===== config.mk =====
export PLATFORM = sky130hd
export DESIGN_NAME = wavetable_oscillator_adsr_top
export DESIGN_NICKNAME = d
export VERILOG_FILES = /design/src/rtl/wosc_pkg.sv /design/src/rtl/wosc_div.sv /design/src/rtl/wavetable_oscillator_adsr_top.sv
export SDC_FILE = /design/constraint.sdc
export NUM_CORES = 2
export LEC_CHECK = 0
export BUFFER_PORTS_ARGS = -buffer_cell sky130_fd_sc_hd__buf_2
export CAP_MARGIN = 20
export CORE_MARGIN = 4
export CORE_UTILIZATION = 40
export CTS_CLUSTER_SIZE = 24
export DETAILED_ROUTE_END_ITERATION = 12
export PLACE_DENSITY = 0.67
export SLEW_MARGIN = 10
export SYNTH_ARGS = -nofsm -noshare
export SYNTH_HDL_FRONTEND = slang
export SYNTH_SLANG_ARGS = --single-unit

===== constraint.sdc =====
create_clock -name clk_i -period 15.05 [get_ports clk_i]
set_clock_uncertainty 0.05 [all_clocks]
set_input_delay 2.2575 -clock clk_i [delete_from_list [all_inputs] [get_ports clk_i]]
set_output_delay 2.2575 -clock clk_i [all_outputs]
set_load 0.02 [all_outputs]

===== src/rtl/wosc_pkg.sv =====
`timescale 1ns / 1ps
// ---------------------------------------------------------------------------
// wosc_pkg
// shared constants, operation codes and the quarter-wave sine table
// ---------------------------------------------------------------------------
package wosc_pkg;

  localparam int unsigned PHASE_W    = 26;
  localparam int unsigned TABLE_BITS = 10;
  localparam int unsigned QTAB_DEPTH = 256;
  localparam int unsigned ENV_ONE    = 32768;

  typedef enum logic [1:0] {
    OP_TICK     = 2'd0,
    OP_NOTE_ON  = 2'd1,
    OP_NOTE_OFF = 2'd2,
    OP_UNUSED   = 2'd3
  } op_e;

  typedef enum logic [1:0] {
    REG_ATTACK  = 2'd0,
    REG_DECAY   = 2'd1,
    REG_SUSTAIN = 2'd2,
    REG_RELEASE = 2'd3
  } reg_e;

  typedef logic [15:0] qtab_t [QTAB_DEPTH];

  localparam logic [63:0] Q30_ONE     = 64'd1073741824;
  localparam logic [63:0] Q30_HALF_PI = 64'd1686629713;
  localparam logic [63:0] SINE_AMP    = 64'd32767;

  // rounded magnitude of sin(pi/2 * k/256) * amp, truncated Q30 series to x^11
  function automatic logic [15:0] qsine_mag(input int unsigned k);
    logic [63:0] f;
    logic [63:0] x;
    logic [63:0] x2;
    logic [63:0] t;
    logic [63:0] s;
    f  = 64'(k) << 22;
    x  = (f * Q30_HALF_PI) >> 30;
    x2 = (x * x) >> 30;
    t  = Q30_ONE;
    t  = Q30_ONE - (((x2 * t) >> 30) / 64'd110);
    t  = Q30_ONE - (((x2 * t) >> 30) / 64'd72);
    t  = Q30_ONE - (((x2 * t) >> 30) / 64'd42);
    t  = Q30_ONE - (((x2 * t) >> 30) / 64'd20);
    t  = Q30_ONE - (((x2 * t) >> 30) / 64'd6);
    t  = (x * t) >> 30;
    if (t > Q30_ONE) begin
      t = Q30_ONE;
    end
    s = (t * SINE_AMP + (64'd1 << 29)) >> 30;
    return s[15:0];
  endfunction

  function automatic qtab_t build_qtab();
    qtab_t tab;
    for (int k = 0; k < QTAB_DEPTH; k++) begin
      tab[k] = qsine_mag(k);
    end
    return tab;
  endfunction

  localparam qtab_t       QTAB       = build_qtab();
  localparam logic [15:0] SINE_PEAK  = qsine_mag(QTAB_DEPTH);

endpackage


===== src/rtl/wosc_div.sv =====
`timescale 1ns / 1ps
// ---------------------------------------------------------------------------
// wosc_div
// restoring divider, one quotient bit per cycle, 16-bit quotient
// ---------------------------------------------------------------------------
module wosc_div import wosc_pkg::*; (
  input  logic        clk_i,
  input  logic        rst_ni,
  input  logic        start_i,
  input  logic [31:0] dividend_i,  // must be below divisor << 16
  input  logic [15:0] divisor_i,
  output logic        done_o,
  output logic [15:0] quotient_o
);

  logic [15:0] rem_q, rem_d;
  logic [15:0] sh_q, sh_d;
  logic [15:0] dvs_q;
  logic [3:0]  cnt_q;
  logic        busy_q;
  logic        done_q;
  logic [16:0] trial;
  logic        qbit;

  always_comb begin
    trial = {rem_q, sh_q[15]};
    qbit  = (trial >= {1'b0, dvs_q});
    rem_d = qbit ? 16'(trial - {1'b0, dvs_q}) : trial[15:0];
    sh_d  = {sh_q[14:0], qbit};
  end

  always_ff @(posedge clk_i or negedge rst_ni) begin
    if (!rst_ni) begin
      busy_q <= 1'b0;
      done_q <= 1'b0;
      cnt_q  <= '0;
    end else begin
      done_q <= 1'b0;
      if (start_i) begin
        busy_q <= 1'b1;
        cnt_q  <= '0;
      end else if (busy_q) begin
        cnt_q <= cnt_q + 4'd1;
        if (cnt_q == 4'hf) begin
          busy_q <= 1'b0;
          done_q <= 1'b1;
        end
      end
    end
  end

  // datapath, no reset needed
  always_ff @(posedge clk_i) begin
    if (start_i) begin
      rem_q <= dividend_i[31:16];
      sh_q  <= dividend_i[15:0];
      dvs_q <= divisor_i;
    end else if (busy_q) begin
      rem_q <= rem_d;
      sh_q  <= sh_d;
    end
  end

  assign done_o     = done_q;
  assign quotient_o = sh_q;

endmodule


===== src/rtl/wavetable_oscillator_adsr_top.sv =====
`timescale 1ns / 1ps
// ---------------------------------------------------------------------------
// wavetable_oscillator_adsr_top
// sine wavetable oscillator with a linear adsr envelope
// ---------------------------------------------------------------------------
// One transfer on the slave side is one event: a sample tick, a note-on or a
// note-off (s_axis_tuser). Note events give no result. A tick gives one result
// on the master side and keeps the block busy: through F_SMUL and F_DONE when
// the envelope value is a plain level (sustain, idle, stage end), and through
// F_EMUL and F_DIV first when a ramp value is needed, where the 16-step serial
// divider follows one pass through the shared 17x17 multiplier; the same
// multiplier then scales the sine sample. A finished result waits in the
// output register while the next event is taken. The sine ROM holds one
// quarter wave; the other quadrants are mirrored and negated.
module wavetable_oscillator_adsr_top import wosc_pkg::*; (
  input  logic        clk_i,
  input  logic        rst_ni,
  input  logic        cfg_we_i,
  input  logic [1:0]  cfg_addr_i,
  input  logic [15:0] cfg_wdata_i,
  input  logic        s_axis_tvalid,
  output logic        s_axis_tready,
  input  logic [31:0] s_axis_tdata,   // [25:0] note_increment, [31:26] zero
  input  logic [1:0]  s_axis_tuser,   // [1:0] operation
  output logic        m_axis_tvalid,
  input  logic        m_axis_tready,
  output logic [31:0] m_axis_tdata    // [15:0] sample_out, [31:16] envelope_level
);

  typedef enum logic [2:0] {
    ST_IDLE    = 3'd0,
    ST_ATTACK  = 3'd1,
    ST_DECAY   = 3'd2,
    ST_SUSTAIN = 3'd3,
    ST_RELEASE = 3'd4
  } stage_e;

  typedef enum logic [2:0] {
    F_IDLE,
    F_EMUL,
    F_DIV,
    F_SMUL,
    F_DONE
  } fsm_e;

  localparam logic [16:0] ONE17 = 17'(ENV_ONE);
  localparam logic [15:0] ONE16 = 16'(ENV_ONE);

  // configuration registers
  logic [15:0] attack_q, decay_q, sustain_q, release_q;

  always_ff @(posedge clk_i or negedge rst_ni) begin
    if (!rst_ni) begin
      attack_q  <= 16'd441;
      decay_q   <= 16'd4410;
      sustain_q <= 16'd22938;
      release_q <= 16'd8820;
    end else if (cfg_we_i) begin
      case (reg_e'(cfg_addr_i))
        REG_ATTACK:  attack_q  <= cfg_wdata_i;
        REG_DECAY:   decay_q   <= cfg_wdata_i;
        REG_SUSTAIN: sustain_q <= cfg_wdata_i;
        REG_RELEASE: release_q <= cfg_wdata_i;
        default: ;
      endcase
    end
  end

  fsm_e                fsm_q;
  stage_e              stage_q;
  logic [15:0]         cnt_q;
  logic [PHASE_W-1:0]  phase_q, step_q;
  logic signed [16:0]  op_a_q, op_b_q;
  logic [15:0]         div_n_q;
  logic                sub_q;
  logic signed [15:0]  sine_q;
  logic [15:0]         env_q;
  logic [15:0]         smp_q;
  logic                m_valid_q;
  logic [15:0]         m_smp_q, m_env_q;

  logic       in_xfer;
  op_e        op;

  assign op            = op_e'(s_axis_tuser);
  assign s_axis_tready = (fsm_q == F_IDLE);
  assign in_xfer       = s_axis_tvalid && s_axis_tready;

  // envelope step for a tick, from the current stage and counter
  logic [15:0]  sus;
  logic [15:0]  len_a, len_d, len_r, n;
  logic [16:0]  cnt1;
  logic         direct;
  logic [15:0]  env_dir;
  logic [16:0]  a_v, b_v;
  logic         sub_v;
  stage_e       stage_d;
  logic [15:0]  cnt_d;

  always_comb begin
    sus     = (sustain_q > ONE16) ? ONE16 : sustain_q;
    len_a   = (attack_q == '0) ? 16'd1 : attack_q;
    len_d   = (decay_q == '0) ? 16'd1 : decay_q;
    len_r   = (release_q == '0) ? 16'd1 : release_q;
    cnt1    = {1'b0, cnt_q} + 17'd1;
    n       = 16'd1;
    direct  = 1'b1;
    env_dir = '0;
    a_v     = '0;
    b_v     = '0;
    sub_v   = 1'b0;
    stage_d = stage_q;
    cnt_d   = cnt_q;
    case (stage_q)
      ST_ATTACK: begin
        n = len_a;
        if (cnt_q >= n) begin
          env_dir = ONE16;
        end else begin
          direct = 1'b0;
          a_v    = {1'b0, cnt_q};
          b_v    = ONE17;
        end
        if (cnt1 >= {1'b0, n}) begin
          stage_d = ST_DECAY;
          cnt_d   = '0;
        end else begin
          cnt_d = cnt1[15:0];
        end
      end
      ST_DECAY: begin
        n = len_d;
        if (cnt_q >= n) begin
          env_dir = sus;
        end else begin
          direct = 1'b0;
          sub_v  = 1'b1;
          a_v    = ONE17 - {1'b0, sus};
          b_v    = {1'b0, cnt_q};
        end
        if (cnt1 >= {1'b0, n}) begin
          stage_d = ST_SUSTAIN;
          cnt_d   = '0;
        end else begin
          cnt_d = cnt1[15:0];
        end
      end
      ST_SUSTAIN: begin
        env_dir = sus;
      end
      ST_RELEASE: begin
        n = len_r;
        if (cnt1 >= {1'b0, n}) begin
          env_dir = '0;
          stage_d = ST_IDLE;
          cnt_d   = '0;
        end else begin
          direct = 1'b0;
          a_v    = {1'b0, sus};
          b_v    = {1'b0, n} - {1'b0, cnt_q};
          cnt_d  = cnt1[15:0];
        end
      end
      default: begin
        env_dir = '0;
      end
    endcase
  end

  // quarter-wave lookup at the current phase
  logic [TABLE_BITS-1:0] idx;
  logic [7:0]            j, jm;
  logic [15:0]           mag;
  logic [15:0]           sine_v;

  always_comb begin
    idx    = phase_q[PHASE_W-1 -: TABLE_BITS];
    j      = idx[7:0];
    jm     = 8'(9'd256 - {1'b0, j});
    if (idx[8]) begin
      mag = (j == '0) ? SINE_PEAK : QTAB[jm];
    end else begin
      mag = QTAB[j];
    end
    sine_v = idx[9] ? 16'(16'd0 - mag) : mag;
  end

  // shared multiplier: envelope ramp numerator, then sample scaling
  logic signed [16:0] mul_a, mul_b;
  logic signed [33:0] mul_p;

  always_comb begin
    if (fsm_q == F_EMUL) begin
      mul_a = op_a_q;
      mul_b = op_b_q;
    end else begin
      mul_a = 17'(sine_q);
      mul_b = signed'({1'b0, env_q});
    end
    mul_p = mul_a * mul_b;
  end

  logic        div_done;
  logic [15:0] quot;

  wosc_div u_div (
    .clk_i      (clk_i),
    .rst_ni     (rst_ni),
    .start_i    (fsm_q == F_EMUL),
    .dividend_i (mul_p[31:0]),
    .divisor_i  (div_n_q),
    .done_o     (div_done),
    .quotient_o (quot)
  );

  always_ff @(posedge clk_i or negedge rst_ni) begin
    if (!rst_ni) begin
      fsm_q     <= F_IDLE;
      stage_q   <= ST_IDLE;
      cnt_q     <= '0;
      phase_q   <= '0;
      step_q    <= '0;
      m_valid_q <= 1'b0;
    end else begin
      if (fsm_q == F_DONE && (!m_valid_q || m_axis_tready)) begin
        m_valid_q <= 1'b1;
      end else if (m_axis_tready) begin
        m_valid_q <= 1'b0;
      end
      case (fsm_q)
        F_IDLE: begin
          if (in_xfer) begin
            case (op)
              OP_NOTE_ON: begin
                step_q  <= s_axis_tdata[PHASE_W-1:0];
                stage_q <= ST_ATTACK;
                cnt_q   <= '0;
              end
              OP_NOTE_OFF: begin
                stage_q <= ST_RELEASE;
                cnt_q   <= '0;
              end
              OP_TICK: begin
                stage_q <= stage_d;
                cnt_q   <= cnt_d;
                phase_q <= phase_q + step_q;
                fsm_q   <= direct ? F_SMUL : F_EMUL;
              end
              default: ;
            endcase
          end
        end
        F_EMUL: fsm_q <= F_DIV;
        F_DIV: begin
          if (div_done) begin
            fsm_q <= F_SMUL;
          end
        end
        F_SMUL: fsm_q <= F_DONE;
        F_DONE: begin
          if (!m_valid_q || m_axis_tready) begin
            fsm_q <= F_IDLE;
          end
        end
        default: fsm_q <= F_IDLE;
      endcase
    end
  end

  // payload registers
  always_ff @(posedge clk_i) begin
    if (fsm_q == F_IDLE && in_xfer && op == OP_TICK) begin
      sine_q  <= signed'(sine_v);
      env_q   <= env_dir;
      op_a_q  <= signed'(a_v);
      op_b_q  <= signed'(b_v);
      div_n_q <= n;
      sub_q   <= sub_v;
    end
    if (fsm_q == F_DIV && div_done) begin
      env_q <= sub_q ? 16'(ONE17 - {1'b0, quot}) : quot;
    end
    if (fsm_q == F_SMUL) begin
      smp_q <= mul_p[30:15];
    end
    if (fsm_q == F_DONE && (!m_valid_q || m_axis_tready)) begin
      m_smp_q <= smp_q;
      m_env_q <= env_q;
    end
  end

  assign m_axis_tvalid = m_valid_q;
  assign m_axis_tdata  = {m_env_q, m_smp_q};

endmodule


Word level (Yosys, flattened, before mapping)

Memories as Yosys holds them, arrays and structs flattened.
Cells that the tools add are included.

Reductions and logical operators: 29
$mul: 1
Bitwise gates (word level): 2
Equal/unequal tests: 22
Multiplexer cells: 64
$add $sub $neg: 9
$lt $le $gt $ge: 9

Operator list:

| cell                                                      | number |
|---|---|
| 2-to-1 mux 16 bit                                         | 28 |
| one-hot mux 16 bit (3 select lines)                       | 3 |
| one-hot mux 17 bit (3 select lines)                       | 2 |
| greater-or-equal comparator 17 x 16 -> 1 bit              | 4 |
| 2-to-1 mux 17 bit                                         | 4 |
| logical NOT 16 bit                                        | 3 |
| greater-or-equal comparator 16 bit                        | 2 |
| multiplier 17 x 17 -> 32 bit                              | 1 |
| one-hot mux 16 bit (2 select lines)                       | 1 |
| adder 26 bit                                              | 1 |
| 2-to-1 mux 3 bit                                          | 7 |
| greater-or-equal comparator 9 bit (second input constant) | 2 |
| NOT 8 -> 9 bit                                            | 2 |
| one-hot mux 3 bit (3 select lines)                        | 2 |
| adder 16 x 1 -> 17 bit (second input constant)            | 1 |
| subtractor 16 x 16 -> 17 bit                              | 1 |
| subtractor 16 x 16 -> 17 bit (first input constant)       | 1 |
| > comparator 16 bit (second input constant)               | 1 |
| subtractor 1 x 16 -> 16 bit (first input constant)        | 1 |
| subtractor 16 bit                                         | 1 |
| subtractor 16 bit (first input constant)                  | 1 |
| one-hot mux 3 bit (5 select lines)                        | 1 |
| equality test 3 x 2 -> 1 bit (second input constant)      | 4 |
| 2-to-1 mux 1 bit                                          | 12 |
| other kinds (27)                                          | 50 |

Register bits: 324
Memories: 2
Input bits: 57
ROM bits: 8192
Output and inout bits: 34
Logic and storage cells: 163

Memories:

| memory          | words | width | read ports | clocked after memory_dff | wr ports | line                                 | RTL |
|---|---|---|---|---|---|---|---|
| (no name shown) | 256   | 16    | 1          | 0                        | 0        | wavetable_oscillator_adsr_top.sv:183 | `mag = QTAB[j];` |
| (no name shown) | 256   | 16    | 1          | 0                        | 0        | wavetable_oscillator_adsr_top.sv:181 | `mag = (j == '0) ? SINE_PEAK : QTAB[jm];` |

Logic depth before layout (Yosys ltp)

Depth after elaboration: 9
Gate-level depth with buffers: 30
Mapped depth without buffers: 28

Hierarchy

A second synthesis with hierarchy kept.

Cell total of the unflattened synthesis: 4318
Area, all modules: 38283.0 um^2

By module, submodules not included:

| module                        | seq. area each (um^2) | times used | area each (um^2) | cells an instance |
|---|---|---|---|---|
| wavetable_oscillator_adsr_top | 7444.6                | 1          | 35038.6          | 4046 |
| wosc_div                      | 1591.5                | 1          | 3244.4           | 272 |

Worst setup path before layout

No wires, ideal clock.

Kind: reg-to-reg
Start point: register fsm_q[2]
End point: register smp_q[15], data pin
Arrival: 7087 ps
Setup slack: 7653 ps
Period minus slack after synthesis: 7397 ps
Stages on the path, launching flop included: 27
Cells stage by stage: dfrtp_1 nor2_1 nand2_1 clkbuf_1 buf_1 clkbuf_1 nand2_1 nand2_1 nand2_1 fa_1 fa_1 fa_1 fa_1 inv_1 fa_1 inv_1 fa_1 inv_1 ha_1 and2_1 a22o_1 a311oi_1 o21a_1 o31ai_1 o31a_1 o21ai_0 xnor2_1

Word-level cells in the longest chain between the ends: 3
Elaborated cells between the ends (all ways): 4
Classes of those cells: mul (1); eq/ne (1); mux (2)

RTL lines:

| element                          | line                                 | RTL |
|---|---|---|
| from (decl)                      | wavetable_oscillator_adsr_top.sv:69  | `fsm_e fsm_q;` |
| from (signal assigned)           | wavetable_oscillator_adsr_top.sv:247 | `fsm_q <= direct ? F_SMUL : F_EMUL;` |
| equality test 3 x 1 -> 1 bit (*) | wavetable_oscillator_adsr_top.sv:193 | `if (fsm_q == F_EMUL) begin` |
| 2-to-1 mux 17 bit                | wavetable_oscillator_adsr_top.sv:193 |  |
| multiplier 17 x 17 -> 32 bit (*) | wavetable_oscillator_adsr_top.sv:200 | `mul_p = mul_a * mul_b;` |
| via mul_p[30]                    | wavetable_oscillator_adsr_top.sv:190 | `logic signed [33:0] mul_p;` |
| to (signal assigned)             | wavetable_oscillator_adsr_top.sv:284 | `smp_q <= mul_p[30:15];` |
| to (decl)                        | wavetable_oscillator_adsr_top.sv:78  | `logic [15:0] smp_q;` |

The timed path passes the listed nets; every way through them passes the cells marked *.
A chain may end at the register's enable or synchronous reset.

Worst setup path in the final report

Start point: register fsm_q[2]
End point: register u_div.rem_q[12], data pin

Word-level cells in the longest chain between the ends: 4
Elaborated cells between the ends (all ways): 5
Classes of those cells: mul (1); eq/ne (1); mux (3)

RTL lines:

| element                          | line                                 | RTL |
|---|---|---|
| equality test 3 x 1 -> 1 bit (*) | wavetable_oscillator_adsr_top.sv:193 |  |
| 2-to-1 mux 17 bit                | wavetable_oscillator_adsr_top.sv:193 |  |
| multiplier 17 x 17 -> 32 bit (*) | wavetable_oscillator_adsr_top.sv:200 |  |
| via mul_p[28]                    | wavetable_oscillator_adsr_top.sv:190 |  |
| 2-to-1 mux 16 bit (*)            | wosc_div.sv:54                       | `if (start_i) begin` |
| to (signal assigned)             | wosc_div.sv:55                       | `rem_q <= dividend_i[31:16];` |
| to (signal assigned)             | wosc_div.sv:59                       | `rem_q <= rem_d;` |
| to (decl)                        | wosc_div.sv:16                       | `logic [15:0] rem_q, rem_d;` |

Marked as above.

==> metrics.md <==
| Metric | Value |
|---|---|
| Hold Crit Start | smp_q[8] |
| Share of post-route cells with drive strength above 1 | ~10% |
| Setup-failing EPs final | 0 |
| Met3 wire length | around 14000 um |
| Num CTS Buffers | 35 |
| Inserted Diodes | 0 |
| Die Wd | about 320 um |
| Fillers | 9258 |
| Worst setup EP type | register |
| Routed wire length per instance | ~24 um |
| IO Count | 91 |
| CP max-delay cell | nand2_1 |
| Core ar. | ~94000 um^2 |
| Final min period | roughly 8800 ps |
| Routed vias | ~34k |
| Async S/R FF share, synth | between 40% and 50% |
| Post-synth EDFFs | approximately 180 |
| Post-synthesis cell type count | approximately 110 |
| Vias in the first global route | approximately 33k |
| Fmax | 113 MHz |
| Die Ht | 317 um |
| Sequential element share of the synthesized area | a little under a quarter |
| DRC | 0 |
| Final WL | between 100000 and 150000 um |
| DIE AREA | between 100000 and 150000 um^2 |
| Synthesis-to-finish area growth | 6.66% |
| FF/Latch Area | approximately 9000 um^2 |
| Top Layer Used | met4 |
| Port buffer count | 84 |
| Min-delay worst type | reg -> reg |
| Clock Path Buffers | 3 |
| Most common cell on crit path | fa_1 |
| Top_reg_cell synth | edfxtp_1 |
| Final Net Count | between 4k and 5k |
| Period utilization | between 50% and 60% |
| CTS tree | done |
| DR WL met2 | between 50000 and 60000 um |
| CTS-repair resized insts | 0 |
| RSZ-0062 raised after global routing | no |
| Crit Path Category | reg -> reg |
| Number of synthesized register bits | 324 |
| Worst reg2reg path depth | 23 |
| Clk slew on worst S/H paths | 70 ps |
| # Post-CTS Setup Buffers | 0 |
| Rows | roughly 110 |
| Met1 wire length | between 50000 and 60000 um |
| CTS Hold Buffers Added | 0 |
| WP data arrival | ~9000 ps |
| Mapped cell area | between 30000 and 40000 um^2 |
| Post-DP HPWL | around 100000 um |
| Root buf cell | clkbuf_16 |
| GPL Wtd Cong | roughly 1 |
| Worst-path fanout max | 71 |
| Cell count after synthesis | between 4k and 5k |
| DRT Pass-1 Iters | 9 |
| Via-per-instance ratio | ~6 |
| Clock sinks | between 300 and 400 |
| H-tree Lvls | 2 |
| Initial core utilization | between 40% and 50% |
| Final WS setup | 6210 ps |
| First-pass GRT wire length | between 200000 and 250000 um |
| Setup WS pre-CTS | 6260 ps |
| Max-cap violations | 0 |
| Critical Path RT | ~15000 ps |
| Later-pin clock latency in the skew report | ~570 ps |
| Total track usage | a little over a quarter |
| Syn Nets | around 5k |
| Yosys warnings | 0 |
| Actual slew at the worst max-slew pin | ~1200 ps |
| Largest net degree at the start of global routing | 84 |
| Antenna violations before repair | 3 |
| CP Launch Point | fsm_q[2] |
| Slowest stage delay, CP | ~700 ps |
| Antenna Violating Nets Remaining | 0 |
| Drt initial violations | 4236 |
| Hold violation count in the final report | 0 |
| Avg Inst Size Synth | ~8.7 um^2 |
| Final Max Slew Viols | 0 |
| Crit-path cells | nor2_1, nand2_4, inv_2, buf_4, nand2_1, or2_2, fa_1, fa_1, inv_1, fa_1, fa_1, fa_1, inv_1, fa_1, inv_1, ha_1, o21a_1, o21ai_0, or2_2, o31ai_1, o211ai_1, xnor2_1, o21a_1 |
| Hold Path Stages | 0 |
| Relative slew margins | between 15 and 20% |
| Outcome | complete, no violations |
| TNS Setup | 0 ps |
| Worst r2r src | fsm_q[2] |
| Final core occ | between 40 and 50% |
| Grt ovf | 0 |
| CP Launch Type | register |
| Area of the multi-input gates | between 20000 and 30000 um^2 |
-- worst paths after layout --
| check | slack (ps) | end |
|---|---|---|
| worst max-delay path | 6210 | u_div.rem_q[12] |
| worst min-delay path | 360 | m_smp_q[8] |
| worst max register to register | 6210 | u_div.rem_q[12] |
| worst min register to register | 360 | m_smp_q[8] |
| max in group asynchronous | 11780 | phase_q[20] |
| min in group asynchronous | 1670 | decay_q[7] |
-- layout by cell type, fill, tap and decap left out, drive strengths merged, types with 82 or more instances in the layout --
cell type,n
nand2,511
inv,473
nor2,345
fa,288
o21ai,278
ha,271
a21oi,226
edfxtp,179
buf,172
dfrtp,119
xnor2,91
nor3,89
mux2,82
-- logic make-up after synthesis --
kind of cell	share of synthesized area, %
xor gates and xnor gates	3.41
DFF	23.7
muxes	4.85
adders and majority gates	24.0
AOI/OAI and AO/OA	20.3
and+or+nand+nor	15.4
buffers and inverters	8.35
-- flip-flops by register name, summed over array words and instances, names as in the netlist, 17 cells and up --
signal   count
op_a_q      17
step_q      26
op_b_q      17
phase_q     26
-- metal layers --
metal	GRT usage, %	vias to the layer above
met1	37.2	16600
met3	4.99	374
li1	-	15300
met2	39.4	2007
met4	10.3	0
met5	0	-
-- cell type report --
class                      instances  area share (%)
tap                             1254            3.86
inverter                         475            4.39
sequential                       324            22.2
clock inverter                    24           0.745
timing repair buffer             173            2.68
clock buffer                      40            2.22
multi-input combinational       3300            63.9
-- through the flow --
step | std cells | cell area (um^2) | hold slack [ps]
CTS | 5589 | 40700 | 367
floorplan | 4381 | 38100 | 350
global route | 5590 | 40700 | 378
detailed placement | 5525 | 39500 | 355
finish | 5590 | 40700 | 364
global placement | 5523 | 39400 | 353
-- critical path, delay by kind of cell, from the launching register on --
| kind | cells | cell delay [ps] |
|---|---|---|
| AO/OA/AOI/OAI | 5 | 1230 |
| XOR/XNOR | 1 | 430 |
| adder cells (fa/ha/maj) | 7 | 3330 |
| buffers and inverters | 5 | 1000 |
| flip-flops | 1 | 450 |
| AND/OR/NAND/NOR | 5 | 2110 |
-- Yosys cell counts, drive strengths merged (14+ instances only) --
| cell | instances | area (um^2) |
|---|---|---|
| nand2 | 511 | 1920 |
| inv | 470 | 1760 |
| nor2 | 345 | 1310 |
| fa | 288 | 5770 |
| o21ai | 278 | 1400 |
| ha | 271 | 3390 |
| a21oi | 226 | 1130 |
| edfxtp | 179 | 5380 |
| clkbuf | 148 | 556 |
| buf | 134 | 845 |
| dfrtp | 119 | 2980 |
| xnor2 | 91 | 846 |
| nor3 | 89 | 455 |
| mux2 | 82 | 923 |
| nand3 | 74 | 375 |
| nand2b | 63 | 394 |
| mux2i | 61 | 611 |
| o211ai | 55 | 418 |
| a211oi | 53 | 403 |
| xor2 | 52 | 455 |
| a21o | 49 | 368 |
| a31oi | 48 | 300 |
| o21a | 45 | 338 |
| nor2b | 43 | 277 |
| o22ai | 43 | 283 |
| o31ai | 38 | 290 |
| a311oi | 31 | 278 |
| a22oi | 30 | 225 |
| or3 | 28 | 175 |
| dfstp | 26 | 683 |
| or2 | 26 | 163 |
| nor4 | 25 | 156 |
| o2111ai | 25 | 219 |
| o221ai | 24 | 210 |
| a221oi | 23 | 201 |
| o311ai | 23 | 209 |
| nand4 | 22 | 153 |
| and3 | 20 | 125 |
| and2 | 16 | 100 |
| o21bai | 16 | 120 |
| mux4 | 14 | 315 |
Power is left out: the tool's default activity adds up to more than one toggle a clock period on the data nets, which glitch-free logic cannot reach.
